File: config.mk
export PLATFORM = sky130hd
export DESIGN_NAME = binary_gps_frame_parser_flat
export DESIGN_NICKNAME = d
export VERILOG_FILES = /design/src/design/bgfp_pkg.sv /design/src/design/bgfp_if.sv /design/src/design/bgfp_step.sv /design/src/design/binary_gps_frame_parser.sv /design/src/flat_wrapper.sv
export SDC_FILE = /design/constraint.sdc
export NUM_CORES = 1
export LEC_CHECK = 0
export BUFFER_PORTS_ARGS = -buffer_cell sky130_fd_sc_hd__buf_4
export CAP_MARGIN = 5
export CORE_MARGIN = 1.5
export CORE_UTILIZATION = 65
export CTS_BUF_LIST = sky130_fd_sc_hd__clkbuf_2
export CTS_CLUSTER_DIAMETER = 120
export DETAILED_ROUTE_END_ITERATION = 8
export PLACE_DENSITY_LB_ADDON = 0.08
export RECOVER_POWER = 100
export SYNTH_ARGS = -nofsm -noshare
export SYNTH_HDL_FRONTEND = slang
export SYNTH_SLANG_ARGS = --single-unit
File: constraint.sdc
create_clock -name clk -period 4.9 [get_ports clk]
set_input_delay 0.245 -clock clk [delete_from_list [all_inputs] [get_ports clk]]
set_output_delay 0.245 -clock clk [all_outputs]
set_load 0.02 [all_outputs]
File: src/design/bgfp_pkg.sv
// Types and constants of the binary GPS frame parser.
// No dependencies; used by the step logic, the top level, the checker and the testbench.
`default_nettype none

package bgfp_pkg;

  localparam logic [7:0] SYNC_FIRST  = 8'hA0;
  localparam logic [7:0] SYNC_SECOND = 8'hA1;
  localparam logic [7:0] BYTE_CR     = 8'h0D;
  localparam logic [7:0] BYTE_LF     = 8'h0A;
  localparam logic [7:0] LOC_ID_RESET = 8'd168;

  typedef enum logic [2:0] {
    ST_MORE       = 3'd0,
    ST_OK         = 3'd1,
    ST_BADSUM     = 3'd2,
    ST_CLIPPED    = 3'd3,
    ST_INCOMPLETE = 3'd4
  } status_t;

  typedef enum logic [8:0] {
    PH_HUNT  = 9'b000000001,
    PH_SYNC2 = 9'b000000010,
    PH_LENHI = 9'b000000100,
    PH_LENLO = 9'b000001000,
    PH_ID    = 9'b000010000,
    PH_BODY  = 9'b000100000,
    PH_SUM   = 9'b001000000,
    PH_CR    = 9'b010000000,
    PH_LF    = 9'b100000000
  } phase_t;

  typedef struct packed {
    phase_t     phase;
    logic [7:0] running_xor;
    logic [7:0] payload_count;
    logic [7:0] body_length;
    logic [7:0] frame_id;
    logic [7:0] ok_counter;
  } state_t;

  typedef struct packed {
    status_t    status;
    logic       payload_valid;
    logic [7:0] payload_byte;
    logic [7:0] payload_index;
    logic [7:0] message_id;
    logic       is_location;
    logic [7:0] good_frames;
  } result_t;

endpackage

`default_nettype wire

File: src/design/bgfp_if.sv
// Valid/ready channel interfaces of the binary GPS frame parser.
// Self-contained; used by the top level and the testbench.
`default_nettype none

interface bgfp_in_if;
  logic       valid;
  logic       ready;
  logic [7:0] rx_byte;

  modport source (output valid, output rx_byte, input ready);
  modport sink (input valid, input rx_byte, output ready);
endinterface

interface bgfp_out_if;
  logic       valid;
  logic       ready;
  logic [2:0] status;
  logic       payload_valid;
  logic [7:0] payload_byte;
  logic [7:0] payload_index;
  logic [7:0] message_id;
  logic       is_location;
  logic [7:0] good_frames;

  modport source (output valid, output status, output payload_valid, output payload_byte,
                  output payload_index, output message_id, output is_location,
                  output good_frames, input ready);
  modport sink (input valid, input status, input payload_valid, input payload_byte,
                input payload_index, input message_id, input is_location,
                input good_frames, output ready);
endinterface

`default_nettype wire

File: src/design/bgfp_step.sv
// Per-byte deframing step: next state and result for one received byte.
// Depends on bgfp_pkg.
`default_nettype none

module bgfp_step #(
  parameter int MAX_PAYLOAD = 128
) (
  input  logic [7:0]       rx_byte,
  input  logic [7:0]       location_msg_id,
  input  bgfp_pkg::state_t cur,
  output bgfp_pkg::state_t nxt,
  output bgfp_pkg::result_t res
);
  import bgfp_pkg::*;

  localparam logic [7:0] MaxPay = 8'(MAX_PAYLOAD);

  logic [7:0] count_inc;
  logic [7:0] ok_inc;
  status_t    status;

  assign count_inc = cur.payload_count + 8'd1;
  assign ok_inc    = cur.ok_counter + 8'd1;

  always_comb begin
    nxt               = cur;
    status            = ST_MORE;
    res.payload_valid = 1'b0;
    res.payload_byte  = 8'd0;
    res.payload_index = 8'd0;
    res.is_location   = 1'b0;
    unique case (cur.phase)
      PH_HUNT: begin
        if (rx_byte == SYNC_FIRST) nxt.phase = PH_SYNC2;
      end
      PH_SYNC2: begin
        nxt.phase = (rx_byte == SYNC_SECOND) ? PH_LENHI : PH_HUNT;
      end
      PH_LENHI: begin
        nxt.phase = PH_LENLO;
      end
      PH_LENLO: begin
        nxt.body_length = rx_byte;
        nxt.phase       = PH_ID;
      end
      PH_ID: begin
        nxt.frame_id      = rx_byte;
        nxt.running_xor   = rx_byte;
        nxt.payload_count = 8'd0;
        nxt.body_length   = cur.body_length - 8'd1;
        nxt.phase         = (cur.body_length != 8'd1) ? PH_BODY : PH_SUM;
      end
      PH_BODY: begin
        if (cur.payload_count < MaxPay) begin
          res.payload_valid = 1'b1;
          res.payload_byte  = rx_byte;
          res.payload_index = cur.payload_count;
        end
        nxt.running_xor   = cur.running_xor ^ rx_byte;
        nxt.payload_count = count_inc;
        if (count_inc >= cur.body_length) nxt.phase = PH_SUM;
      end
      PH_SUM: begin
        if (rx_byte == cur.running_xor) begin
          nxt.phase = PH_CR;
        end else begin
          nxt.phase = PH_HUNT;
          status    = ST_BADSUM;
        end
      end
      PH_CR: begin
        if (rx_byte == BYTE_CR) nxt.phase = PH_LF;
      end
      PH_LF: begin
        nxt.phase       = PH_HUNT;
        res.is_location = (cur.frame_id == location_msg_id);
        if (rx_byte == BYTE_LF) begin
          status = (cur.payload_count <= MaxPay) ? ST_OK : ST_CLIPPED;
        end else begin
          status = ST_INCOMPLETE;
        end
      end
      default: begin
        nxt.phase = PH_HUNT;
        status    = ST_INCOMPLETE;
      end
    endcase
    if (status == ST_OK) begin
      nxt.ok_counter = (ok_inc == 8'd0) ? 8'd1 : ok_inc;
    end
    res.status      = status;
    res.message_id  = nxt.frame_id;
    res.good_frames = nxt.ok_counter;
  end

endmodule

`default_nettype wire

File: src/design/binary_gps_frame_parser.sv
// Top level of the binary GPS frame parser: channel handshake, state and
// result registers. Depends on bgfp_pkg, bgfp_if and bgfp_step.
//
// Usage:
//   in_bus carries one received byte per beat; out_bus returns exactly one
//   result beat per input beat, in order: status, a streamed payload byte
//   with its index, the frame ID, the location flag and the good-frame count.
//   cfg_we/cfg_wdata write the location message ID (reset value 168).
// Output: the result of a byte is registered and shown on out_bus in the
//   cycle after the byte's beat is taken.
// Throughput: one byte per cycle while out_bus.ready is high; the per-byte
//   state update is one pass of combinational logic from the state registers into the result register.
// Stall: in_bus.ready is high while the result register is empty or its
//   beat is taken in the same cycle; a held result stays stable.
// Reset: rst_n is synchronous, active low; it returns the deframer to
//   hunting for the first sync byte, clears the counters and empties the
//   result register.
`default_nettype none

module binary_gps_frame_parser #(
  parameter int MAX_PAYLOAD = 128
) (
  input  logic       clk,
  input  logic       rst_n,
  bgfp_in_if.sink    in_bus,
  bgfp_out_if.source out_bus,
  input  logic       cfg_we,
  input  logic [7:0] cfg_wdata
);
  import bgfp_pkg::*;

  state_t     state_r;
  state_t     state_nxt;
  result_t    res_r;
  result_t    res_nxt;
  logic       out_valid_r;
  logic [7:0] loc_id_r;
  logic       take;

  assign in_bus.ready = !out_valid_r || out_bus.ready;
  assign take         = in_bus.valid && in_bus.ready;

  bgfp_step #(
    .MAX_PAYLOAD(MAX_PAYLOAD)
  ) u_step (
    .rx_byte         (in_bus.rx_byte),
    .location_msg_id (loc_id_r),
    .cur             (state_r),
    .nxt             (state_nxt),
    .res             (res_nxt)
  );

  always_ff @(posedge clk) begin
    if (!rst_n) begin
      loc_id_r <= LOC_ID_RESET;
    end else if (cfg_we) begin
      loc_id_r <= cfg_wdata;
    end
  end

  always_ff @(posedge clk) begin
    if (!rst_n) begin
      state_r.phase         <= PH_HUNT;
      state_r.running_xor   <= 8'd0;
      state_r.payload_count <= 8'd0;
      state_r.body_length   <= 8'd0;
      state_r.frame_id      <= 8'd0;
      state_r.ok_counter    <= 8'd0;
      out_valid_r           <= 1'b0;
    end else begin
      if (take) begin
        state_r     <= state_nxt;
        out_valid_r <= 1'b1;
      end else if (out_bus.ready) begin
        out_valid_r <= 1'b0;
      end
    end
  end

  always_ff @(posedge clk) begin
    if (take) res_r <= res_nxt;
  end

  assign out_bus.valid         = out_valid_r;
  assign out_bus.status        = res_r.status;
  assign out_bus.payload_valid = res_r.payload_valid;
  assign out_bus.payload_byte  = res_r.payload_byte;
  assign out_bus.payload_index = res_r.payload_index;
  assign out_bus.message_id    = res_r.message_id;
  assign out_bus.is_location   = res_r.is_location;
  assign out_bus.good_frames   = res_r.good_frames;

endmodule

`default_nettype wire

File: src/flat_wrapper.sv
// flat-port wrapper written by rule: the top's interface ports become plain ports
module binary_gps_frame_parser_flat import bgfp_pkg::*;
#(
  parameter int MAX_PAYLOAD = 128
)
  (clk, rst_n, cfg_we, cfg_wdata, in_bus_valid, in_bus_rx_byte, in_bus_ready, out_bus_valid, out_bus_status, out_bus_payload_valid, out_bus_payload_byte, out_bus_payload_index, out_bus_message_id, out_bus_is_location, out_bus_good_frames, out_bus_ready);
  bgfp_in_if in_bus_i ();
  bgfp_out_if out_bus_i ();
  input  logic clk;
  input  logic rst_n;
  input  logic cfg_we;
  input  logic [7:0] cfg_wdata;
  input wire logic [$bits(in_bus_i.valid)-1:0] in_bus_valid;
  input wire logic [$bits(in_bus_i.rx_byte)-1:0] in_bus_rx_byte;
  output wire logic [$bits(in_bus_i.ready)-1:0] in_bus_ready;
  output wire logic [$bits(out_bus_i.valid)-1:0] out_bus_valid;
  output wire logic [$bits(out_bus_i.status)-1:0] out_bus_status;
  output wire logic [$bits(out_bus_i.payload_valid)-1:0] out_bus_payload_valid;
  output wire logic [$bits(out_bus_i.payload_byte)-1:0] out_bus_payload_byte;
  output wire logic [$bits(out_bus_i.payload_index)-1:0] out_bus_payload_index;
  output wire logic [$bits(out_bus_i.message_id)-1:0] out_bus_message_id;
  output wire logic [$bits(out_bus_i.is_location)-1:0] out_bus_is_location;
  output wire logic [$bits(out_bus_i.good_frames)-1:0] out_bus_good_frames;
  input wire logic [$bits(out_bus_i.ready)-1:0] out_bus_ready;
  assign in_bus_i.valid = in_bus_valid;
  assign in_bus_i.rx_byte = in_bus_rx_byte;
  assign in_bus_ready = in_bus_i.ready;
  assign out_bus_valid = out_bus_i.valid;
  assign out_bus_status = out_bus_i.status;
  assign out_bus_payload_valid = out_bus_i.payload_valid;
  assign out_bus_payload_byte = out_bus_i.payload_byte;
  assign out_bus_payload_index = out_bus_i.payload_index;
  assign out_bus_message_id = out_bus_i.message_id;
  assign out_bus_is_location = out_bus_i.is_location;
  assign out_bus_good_frames = out_bus_i.good_frames;
  assign out_bus_i.ready = out_bus_ready;
  binary_gps_frame_parser #(.MAX_PAYLOAD(MAX_PAYLOAD)) u_core (.clk(clk), .rst_n(rst_n), .in_bus(in_bus_i), .out_bus(out_bus_i), .cfg_we(cfg_we), .cfg_wdata(cfg_wdata));
endmodule
==> results of run 1 <==
-- worst max-delay path: stages, from the launching register on --
cell     delay, ps
dfxtp_1        420
inv_1          100
ha_1           140
or4b_1         440
o31ai_1        510
nor4b_1       1230
nand2_1        180
xor2_1         200
nor2_1          90
-- logic make-up (layout without fill, tap and decap cells) --
logic type	Yosys count	after routing	share of synthesized area [%]
buf+inv	43	109	4.578
xor+xnor	35	35	6.266
compound gates	84	84	11.20
fa+ha+maj	13	13	3.325
mux	26	26	5.371
flops	95	95	46.45
other cells	1	1	0.07665
simple gates	223	223	22.74
-- state kept, by name (all words and copies together), names as in the netlist --
name                          cells
u_core.state_r                   49
u_core.out_bus.payload_byte       8
u_core.out_bus.good_frames        8
u_core.out_bus.payload_index      8
u_core.loc_id_r                   8
u_core.out_bus.status             3
u_core.out_bus.valid              1
u_core.out_bus.message_id         8
u_core.out_bus.is_location        1
u_core.out_bus.payload_valid      1
-- cells in the final DEF, fill, tap and decap left out, types with 4 or more instances in the layout --
cell	instances
dfxtp_1	58
inv_1	12
a22oi_1	4
clkbuf_1	42
a21oi_1	23
nand4_1	10
clkbuf_2	10
buf_4	19
mux2i_1	24
nand3_1	12
nand2_1	84
and3_1	8
nor3_1	9
nor2_1	59
o211ai_1	10
dlygate4sd3_1	18
nor4b_1	4
xnor2_1	25
o31ai_1	7
and2_0	10
xor2_1	10
edfxtp_1	37
o21a_1	5
o21ai_0	18
ha_1	13
-- layout make-up --
cell class / count / area, sq um
clock buffer: 10 / 50.05
clock inverter: 6 / 51.30
fill: 583 / 1887
inverter: 14 / 52.55
multi-input combinational: 382 / 2336
sequential: 95 / 2272
tap: 99 / 123.9
timing repair buffer: 79 / 480.5
-- metrics by stage --
step / utilization [%] / instances / hold slack [ps] / power [mW]
floorplan: - / 520 / 373.9 / 0.9511
global placement: 73.11 / 651 / 466.8 / 0.9980
detailed placement: 73.11 / 651 / 467.1 / 1.000
CTS: 76.99 / 685 / 7.134 / 1.357
global route: 73.99 / 685 / 24.31 / 1.383
finish: 73.99 / 685 / 20.54 / 1.342
-- metal layers --
layer	vias up	part of all wire (%)
met5	-	0
met2	145	49
met1	1905	44
met3	19	5.9
li1	1940	-
met4	0	2.0
-- power by group --
part / switching, mW / internal (mW)
Combinational: 0.0831 / 0.0486
Clock: 0.279 / 0.0782
Sequential: 0.00969 / 0.844
-- final timing paths --
check	to	cells after the start	slack, ps
max	u_core.state_r[4]$_SDFFE_PN0P_	8	1550
min	u_core.state_r[32]$_SDFFE_PN0P_	3	20
max reg2reg	u_core.state_r[4]$_SDFFE_PN0P_	8	1550
min reg2reg	u_core.state_r[45]$_SDFFE_PN0P_	2	530
-- what timing repair did --
item | CTS | global route
endpoints found under the hold margin | 11 | 0
gates resized for setup | 0 | 0
endpoints found under the setup margin | 0 | 0
hold buffers | 18 | 0
==> summary.md, run 1 <==
| Metric | Value |
|---|---|
| CP Class | flip-flop to flip-flop |
| WL/cell | 16.42 um |
| Core area | 7253 sq um |
| Worst Min Path Start | in_bus_rx_byte[0] |
| Initial antenna violation count | 0 |
| Total track usage | 28.20% |
| Actual slew at the worst max-slew pin | 2141 ps |
| Area of the die | 8056 sq um |
| Synth unique cells | 62 |
| Initial DRC Count | 289 |
| Largest net degree at the start of global routing | 40 |
| Diode count | 0 |
| Row Count | 31 |
| CTS Buf Count | 9 |
| Number of global-route vias before repair | 3,773 |
| Failing checks | capacitance limit, slew limit |
| Post-DP HPWL | 7510 um |
| Routed vias/inst | 5.853 |
| Final Cycle Share | 68.38% |
| Status | complete, but fails checks |
| Netlist Area Pre-Place | 4892 sq um |
| Most numerous cell in the Yosys netlist | nand2_1 |
| Sum of negative setup slack | 0 ps |
| Pwr Density | 250.1 nW/um^2 |
| Met3 GRT Util | 3.299% |
| Worst-path maximum fanout | 9 |
| Leakage power | 2.133 nW |
| RSZ-0062 raised after global routing | false |
| #FFs+latches synth | 95 |
| M2 GR Usage | 47.14% |
| Setup Buffers After CTS | 0 |
| Root buf cell | clkbuf_2 |
| Min-delay worst type | primary input to flip-flop |
| Final instance area | 5366 sq um |
| Syn Area/Cell | 9.408 sq um |
| WL final | 11,250 um |
| Residual DRC | 0 |
| Syn Inst Count | 520 |
| Async SR Flop Fraction | 0% |
| Setup ws final | 1549 ps |
| Area leader, netlist | dfxtp_1 |
| CTS tree | built |
| Top cells by count, synth | 83 x nand2_1, 58 x dfxtp_1, 58 x nor2_1 |
| Nets | 615 |
| Worst slew margin | -42.71% |
| Port-buffer cells | 59 |
| Layout cells sized above 1 | 7.167% |
| Ys flop type | dfxtp_1 |
| GR peak layer | met2 |
| Pre-CTS setup slack | 1864 ps |
| Final Slew Violations | 72 |
| GRT overflow | 0 |
| CP startpoint kind | flip-flop |
| Met1 Usage GRT | 37.38% |
| Final Setup Violations | 0 |
| Worst setup EP type | flip-flop |
| Period minus WS final | 3351 ps |
| DP Area | 5303 sq um |
| H-tree levels | 3 |
| Mapped Nets | 554 |
| Clk_lat worst skew | 560 ps |
| Initial Utilization | 67.45% |
| Max clock buf depth | 2 |
| Fmax | 298.4 MHz |
| First-pass GRT wire length | 18,190 um |
| Maximum vdd drop | 159.1 uV |
| Area Overhead vs Synth | 9.693% |
| Worst Path Arrival | 3870 ps |
| Yosys warns | 0 |
| Floorplan die height | 89.76 um |
| Synth top area cells | dfxtp_1 24%, edfxtp_1 23%, nand2_1 6.4%, mux2i_1 4.9%, xnor2_1 4.5% |
| Hold Fails Final Rpt | 0 |
| Register area share after synthesis | 46.45% |
| Final GP Congestion | 0.9255 |
| # IOs | 60 |
| Number of synthesized flops with an enable pin | 37 |
| Top cell type's share of synthesized area | 23.73% |
| WP data required | 5420 ps |
| Worst reg2reg startpoint | u_core.state_r[24]$_SDFFE_PN0P_ |
| Via count | 4,009 |
| Max cap viols | 3 |
| Drt pass-1 iters | 5 |
| Chip width | 89.76 um |
| Clock sink total | 95 |
| Critical Path Start | u_core.state_r[24]$_SDFFE_PN0P_ |
| Worst Skew | 35.87 ps |
| DRT antenna net count | 0 |
| Clock slew at reported path FFs | 280 ps |
(Power assumes the default switching activity.)
==> run 2: changes to the inputs <==
Settings changed: CORE_UTILIZATION 65 to 60.
Clock period 4.9 ns to 3.5 ns, I/O delays scaled along.
==> run 2 against run 1 <==
  * The flow still finishes with violations (capacitance limit, slew limit)
  * Utilization down 3.0 points
  * Clock-buffer cell count unchanged
  * Register-to-register slack worse by 940 ps
  * Clock power up 40%
  * Setup slack worse by 940 ps
  * Sequential cell count unchanged
  * Via count up 1.5%
  * Critical path type unchanged
  * Critical endpoint is now u_core.out_bus.good_frames[1]$_DFFE_PP_
==> summary.md, run 2 (synthesis results as in run 1) <==
| Metric | Value |
|---|---|
| RSZ-0062 raised after global routing | false |
| Root buf cell | clkbuf_2 |
| Diode count | 0 (unchanged) |
| WP data required | 3820 ps (-1600 ps) |
| Most frequent cells in the layout | 84 x nand2_1, 59 x nor2_1, 58 x dfxtp_1 |
| Clock share of power | 26.4% (-0.2 points) |
| Fmax | 345.5 MHz (+16%) |
| Min-delay worst type | primary input to flip-flop |
| DP Area | 5336 sq um (+0.64%) |
| Clock slew at reported path FFs | 260 ps (-20 ps) |
| Pre-CTS setup slack | 799.8 ps (-1064 ps) |
| Placed Cells | 658 (+1.1%) |
| GRT overflow | 0 (unchanged) |
| CP startpoint kind | flip-flop |
| Layout cells sized above 1 | 7.973% (+0.81 points) |
| Final Slew Violations | 40 (-44%) |
| Final GP Congestion | 0.9617 (+3.9%) |
| Worst Path Arrival | 3220 ps (-650 ps) |
| Floorplan die height | 93.30 um (+3.9%) |
| Worst slew margin | -42.90% (-0.19 points) |
| Worst Skew | 27.13 ps (-8.733 ps) |
| Fin util | 70.96% (-3.0 points) |
| Cells along the critical path | inv_1 > ha_1 > or4b_1 > o31ai_4 > nor3b_1 > mux2_1 |
| Drt pass-1 iters | 5 (unchanged) |
| Area Overhead vs Synth | 13.25% |
| Sw frac | 27.61% (-0.053 points) |
| Comb power frac | 10.5% (+0.7 points) |
| Max cap viols | 1 (-2) |
| Most flops, register | u_core.state_r |
| Initial Utilization | 62.66% (-4.8 points) |
| Flip-flop and latch area | 2272 sq um (unchanged) |
| Setup ws final | 605.8 ps (-943.4 ps) |
| Initial DRC Count | 226 (-22%) |
| Row Count | 32 (+3.2%) |
| Total track usage | 28.46% (+0.26 points) |
| Port-buffer cells | 59 (unchanged) |
| Clk_lat worst skew | 550 ps (about the same) |
| Chip width | 93.30 um (+3.9%) |
| Int Pwr | 1.370 mW (+41%) |
| Psw | 0.5226 mW (+41%) |
| H-tree levels | 3 (unchanged) |
| Pwr Density | 341.6 nW/um^2 (+37%) |
| Leakage power | 2.190 nW (+2.7%) |
| # IOs | 60 (unchanged) |
| Via count | 4,070 (+1.5%) |
| DRT antenna net count | 0 (unchanged) |
| Number of global-route vias before repair | 3,968 (+5.2%) |
| Final Cycle Share | 82.69% (+14 points) |
| Non-Filler Instances | 704 (+2.8%) |
| Final Setup Violations | 0 (unchanged) |
| WL final | 11,510 um (+2.3%) |
| Sum of negative setup slack | 0 ps (unchanged) |
| Actual slew at the worst max-slew pin | 2143 ps (+2.837 ps) |
| Sequential power share | 63.2% (-0.4 points) |
| Hold Fails Final Rpt | 0 (unchanged) |
| Largest net degree at the start of global routing | 40 (unchanged) |
| Post-CTS Resized | 0 (unchanged) |
| Clock sink total | 95 (unchanged) |
| Worst-path maximum fanout | 9 (unchanged) |
| CTS tree | built |
| Most common cell after layout, fill and taps aside | nand2_1 |
| CTS Buf Count | 9 (unchanged) |
| First-pass GRT wire length | 19,240 um (+5.8%) |
| Worst path slowest cell | nor3b_1 |
| Overall power after layout | 1.893 mW (+41%) |
| Multi-input gate area | 2359 sq um (+0.96%) |
| WL/cell | 16.36 um (-0.42%) |
| Final instance area | 5540 sq um (+3.2%) |
| Routed vias/inst | 5.781 (-1.2%) |
| Maximum vdd drop | 218.9 uV (+38%) |
| Failing checks | capacitance limit, slew limit |
| Crit-path max cell delay | 850 ps (-380 ps) |
| Fillers | 650 (+11%) |
| CP Class | flip-flop to flip-flop |
| Period minus WS final | 2894 ps (-456.6 ps) |
| Residual DRC | 0 (unchanged) |
| Initial antenna violation count | 0 (unchanged) |
| Post-DP HPWL | 7791 um (+3.7%) |
| Max clock buf depth | 2 (unchanged) |
| Core area | 7807 sq um (+7.6%) |
| Status | complete, but fails checks |
| WHS | 160.5 ps (+139.9 ps) |
| Nets | 631 (+2.6%) |
| Worst setup EP type | flip-flop |
| Max FFs per register | 49 (unchanged) |
| Area of the die | 8704 sq um (+8.0%) |
-- run 2: routing by layer --
metal  routed length (um)  share of wire (%)  vias up  global-route usage [%]
li1                     -                  -     1969                       -
met5                    0                  0        -                       0
met4                  251                2.2        0                   11.62
met2                 5562                 48      150                   47.89
met3                  662                5.7       24                   3.577
met1                 5037                 44     1927                   37.01
-- run 2: final timing paths --
check | start | to | slack, ps | cells after the start
max | u_core.state_r[24]$_SDFFE_PN0P_ | u_core.out_bus.good_frames[1]$_DFFE_PP_ | 610 | 6
min | out_bus_ready | u_core.state_r[8]$_SDFFE_PN0P_ | 160 | 5
max reg2reg | u_core.state_r[24]$_SDFFE_PN0P_ | u_core.out_bus.good_frames[1]$_DFFE_PP_ | 610 | 6
min reg2reg | u_core.state_r[48]$_SDFFE_PN0P_ | u_core.state_r[48]$_SDFFE_PN0P_ | 540 | 2
-- run 2: worst max-delay path, delay by kind of cell, from the launching register on --
family                     cells  cell delay [ps]
muxes                          1              380
DFF                            1              420
buffers and inverters          1              100
AOI/OAI and AO/OA              1              280
adders and majority gates      1              150
and+or+nand+nor                2             1330
-- run 2: timing repair --
item                                   CTS  global route
hold buffers                            30             0
endpoints found under the hold margin   43             0
buffers inserted                         0             0
-- run 2: area by class of cell --
| type | count | area share [%] |
|---|---|---|
| clock buffers | 10 | 0.9033 |
| clock inverters | 6 | 0.9485 |
| inverters | 14 | 0.9485 |
| multi-input cells | 382 | 42.57 |
| flip-flops and latches | 95 | 41.01 |
| well taps | 102 | 2.304 |
| repair buffers | 95 | 11.31 |
-- run 2: power groups by stage --
| stage | clock (mW) | sequential (mW) | combinational [mW] |
|---|---|---|---|
| 2_1_floorplan | 0 | 1.24 | 0.0879 |
| 3_3_place_gp | 0 | 1.22 | 0.184 |
| 6_report | 0.499 | 1.20 | 0.198 |
| 4_1_cts | 0.510 | 1.20 | 0.217 |
| 5_1_grt | 0.542 | 1.20 | 0.213 |
| 3_5_place_dp | 0 | 1.22 | 0.186 |
==> run 3: changes to the inputs <==
Settings changed: CORE_UTILIZATION 60 to 54.
Clock period 3.5 ns to 2.4 ns, I/O delays scaled along.
==> run 3 against run 2 <==
  * The run ends with setup timing left
  * Sequential cell count did not move
  * Critical path depth is 3 higher
  * Register-to-register slack lost 610 ps
  * Utilization decreased by 4.6 points
  * Clock skew up 2.4 ps
  * Global-route usage shrank 3.8 points
  * Setup slack lost 610 ps
  * Via count rose by 1.2%
  * Die area up 11%
  * Final cell count rose by 4.1%
  * First-iteration DRC count is 21% lower
==> summary.md, run 3 (synthesis results as in run 1) <==
| Metric | Value |
|---|---|
| Via count | 4,119 (+1.2%) |
| Root buf cell | clkbuf_2 |
| Drt pass-1 iters | 4 (-1) |
| Most flops, register | u_core.state_r |
| Fmax | 415.9 MHz (+20%) |
| Area of the die | 9639 sq um (+11%) |
| Worst slew margin | 32.83% (+76 points) |
| Nets | 654 (+3.6%) |
| Sum of negative setup slack | -7.084 ps (-7.084 ps) |
| Flip-flop and latch area | 2282 sq um (+0.44%) |
| Total track usage | 24.66% (-3.8 points) |
| Core area | 8763 sq um (+12%) |
| WP data required | 2760 ps (-1060 ps) |
| M2 GR Usage | 42.44% (-5.4 points) |
| Floorplan die height | 98.18 um (+5.2%) |
| Diode count | 0 (unchanged) |
| Delay-heaviest family, CP | simple AND/OR/NAND/NOR gates |
| Residual DRC | 0 (unchanged) |
| Worst path slowest cell | or4b_4 |
| Final Setup Violations | 2 (+2) |
| GR peak layer | met2 |
| # IOs | 60 (unchanged) |
| Clock sink total | 95 (unchanged) |
| Buffers plus inverters on the worst setup path | 3 (+2) |
| Multi-input gate area | 2441 sq um (+3.5%) |
| Max cap viols | 0 (-1) |
| Met3 GRT Util | 3.937% (+0.36 points) |
| Status | complete, but fails checks |
| Final Cycle Share | 100.2% (+17 points) |
| Routed vias/inst | 5.619 (-2.8%) |
| Layout cells sized above 1 | 14.24% (+6.3 points) |
| Final instance area | 5818 sq um (+5.0%) |
| Row Count | 34 (+6.3%) |
| Final Slew Violations | 0 (-100%) |
| RSZ-0062 raised after global routing | true |
| Min-delay worst type | primary input to flip-flop |
| Chip width | 98.18 um (+5.2%) |
| Fillers | 784 (+21%) |
| Setup ws final | -4.265 ps (-610.0 ps) |
| Crit-path max cell delay | 460 ps (-390 ps) |
| Worst Path Arrival | 2770 ps (-450 ps) |
| DRT antenna net count | 0 (unchanged) |
| Largest net degree at the start of global routing | 42 (+5.0%) |
| CTS Buf Count | 9 (unchanged) |
| Final GP Congestion | 0.9040 (-6.0%) |
| Worst setup EP type | flip-flop |
| GRT overflow | 0 (unchanged) |
| Initial DRC Count | 179 (-21%) |
| Clock slew at reported path FFs | 260 ps (about the same) |
| Worst Skew | 29.54 ps (+2.410 ps) |
| CP startpoint kind | flip-flop |
| Clk_lat worst skew | 570 ps (+20 ps) |
| Hold Fails Final Rpt | 0 (unchanged) |
| Max clock buf depth | 2 (unchanged) |
| Maximum vdd drop | 308.8 uV (+41%) |
| H-tree levels | 3 (unchanged) |
| Most frequent cells in the layout | 78 x nand2_1, 57 x nor2_1, 54 x dfxtp_1 |
| Initial antenna violation count | 0 (unchanged) |
| Leakage power | 2.343 nW (+7.0%) |
| WL final | 11,870 um (+3.1%) |
| DP Area | 5488 sq um (+2.8%) |
| Worst-path maximum fanout | 5 (-4) |
| WL/cell | 16.19 um (-1.0%) |
| Pwr Density | 474.7 nW/um^2 (+39%) |
| Failing checks | setup timing |
| Met1 Usage GRT | 31.20% (-5.8 points) |
| Max FFs per register | 49 (unchanged) |
| Area Overhead vs Synth | 18.93% |
| Period minus WS final | 2404 ps (-490.0 ps) |
| CP Class | flip-flop to flip-flop |
| Post-DP HPWL | 7940 um (+1.9%) |
| First-pass GRT wire length | 18,930 um (-1.6%) |
| Initial Utilization | 55.83% (-6.8 points) |
| Most used cell, CP | buf_6 |
| Cells along the critical path | buf_6 > inv_4 > ha_4 > or4b_4 > o31ai_4 > nor3b_4 > buf_6 > nand2_2 > xnor2_1 |
| CTS tree | built |
| Number of global-route vias before repair | 4,036 (+1.7%) |
| Most common cell after layout, fill and taps aside | nand2_1 |
| Port-buffer cells | 59 (unchanged) |
| Actual slew at the worst max-slew pin | 1008 ps (-1136 ps) |
## run 3: metal layers
layer / vias up / routed length (um)
li1: 2018 / -
met1: 1969 / 5248
met2: 114 / 5765
met3: 18 / 627
met4: 0 / 227
met5: - / 0
## run 3: where the power goes
group | internal [mW] | leakage (nW) | total (mW) | switching, mW
logic | 0.120 | 1.44 | 0.296 | 0.175
registers | 1.72 | 0.843 | 1.74 | 0.0203
clock network | 0.155 | 0.0571 | 0.726 | 0.571
## run 3: final cells by class
type                    count  area share, %
clock buffers              10         0.8602
multi-input cells         382          41.96
flip-flops and latches     95          39.23
repair buffers            118          13.78
inverters                  14         0.9677
clock inverters             6         0.8817
well taps                 108          2.323
## run 3: worst reg2reg max path: cells and delay by family, from the launching register on
kind / cells / cell delay, ps
AND/OR/NAND/NOR: 3 / 870
AO/OA/AOI/OAI: 1 / 330
XOR/XNOR: 1 / 110
buffers and inverters: 3 / 360
flip-flops: 1 / 420
adder cells (fa/ha/maj): 1 / 110
## run 3: final timing paths
path,startpoint,end,slack (ps),depth (start not counted)
setup / recovery,u_core.state_r[24]$_SDFFE_PN0P_,u_core.out_bus.good_frames[5]$_DFFE_PP_,-4,9
hold / removal,out_bus_ready,u_core.state_r[8]$_SDFFE_PN0P_,110,5
setup reg to reg,u_core.state_r[24]$_SDFFE_PN0P_,u_core.out_bus.good_frames[5]$_DFFE_PP_,-4,9
hold reg to reg,u_core.state_r[45]$_SDFFE_PN0P_,u_core.state_r[45]$_SDFFE_PN0P_,540,2
## run 3: repair_timing
item | 4_1_cts | 5_1_grt
hold buffers | 30 | 0
buffers inserted | 0 | 5
gates resized for setup | 0 | 21
endpoints found under the setup margin | 0 | 9
endpoints found under the hold margin | 51 | 0
## run 3: metrics by stage
step | hold slack, ps | power (mW) | utilization (%) | instances | setup slack, ps
final | 113.1 | 2.762 | 66.39 | 733 | -4.265
after global routing | 170.9 | 2.874 | 66.39 | 733 | -91.37
after global placement | 340.9 | 2.045 | 62.62 | 682 | 155.7
after detailed placement | 339.5 | 2.049 | 62.62 | 682 | 51.22
after floorplan | 248.9 | 1.942 | - | 520 | 18.76
after CTS | 117.4 | 2.815 | 67.20 | 728 | 20.50
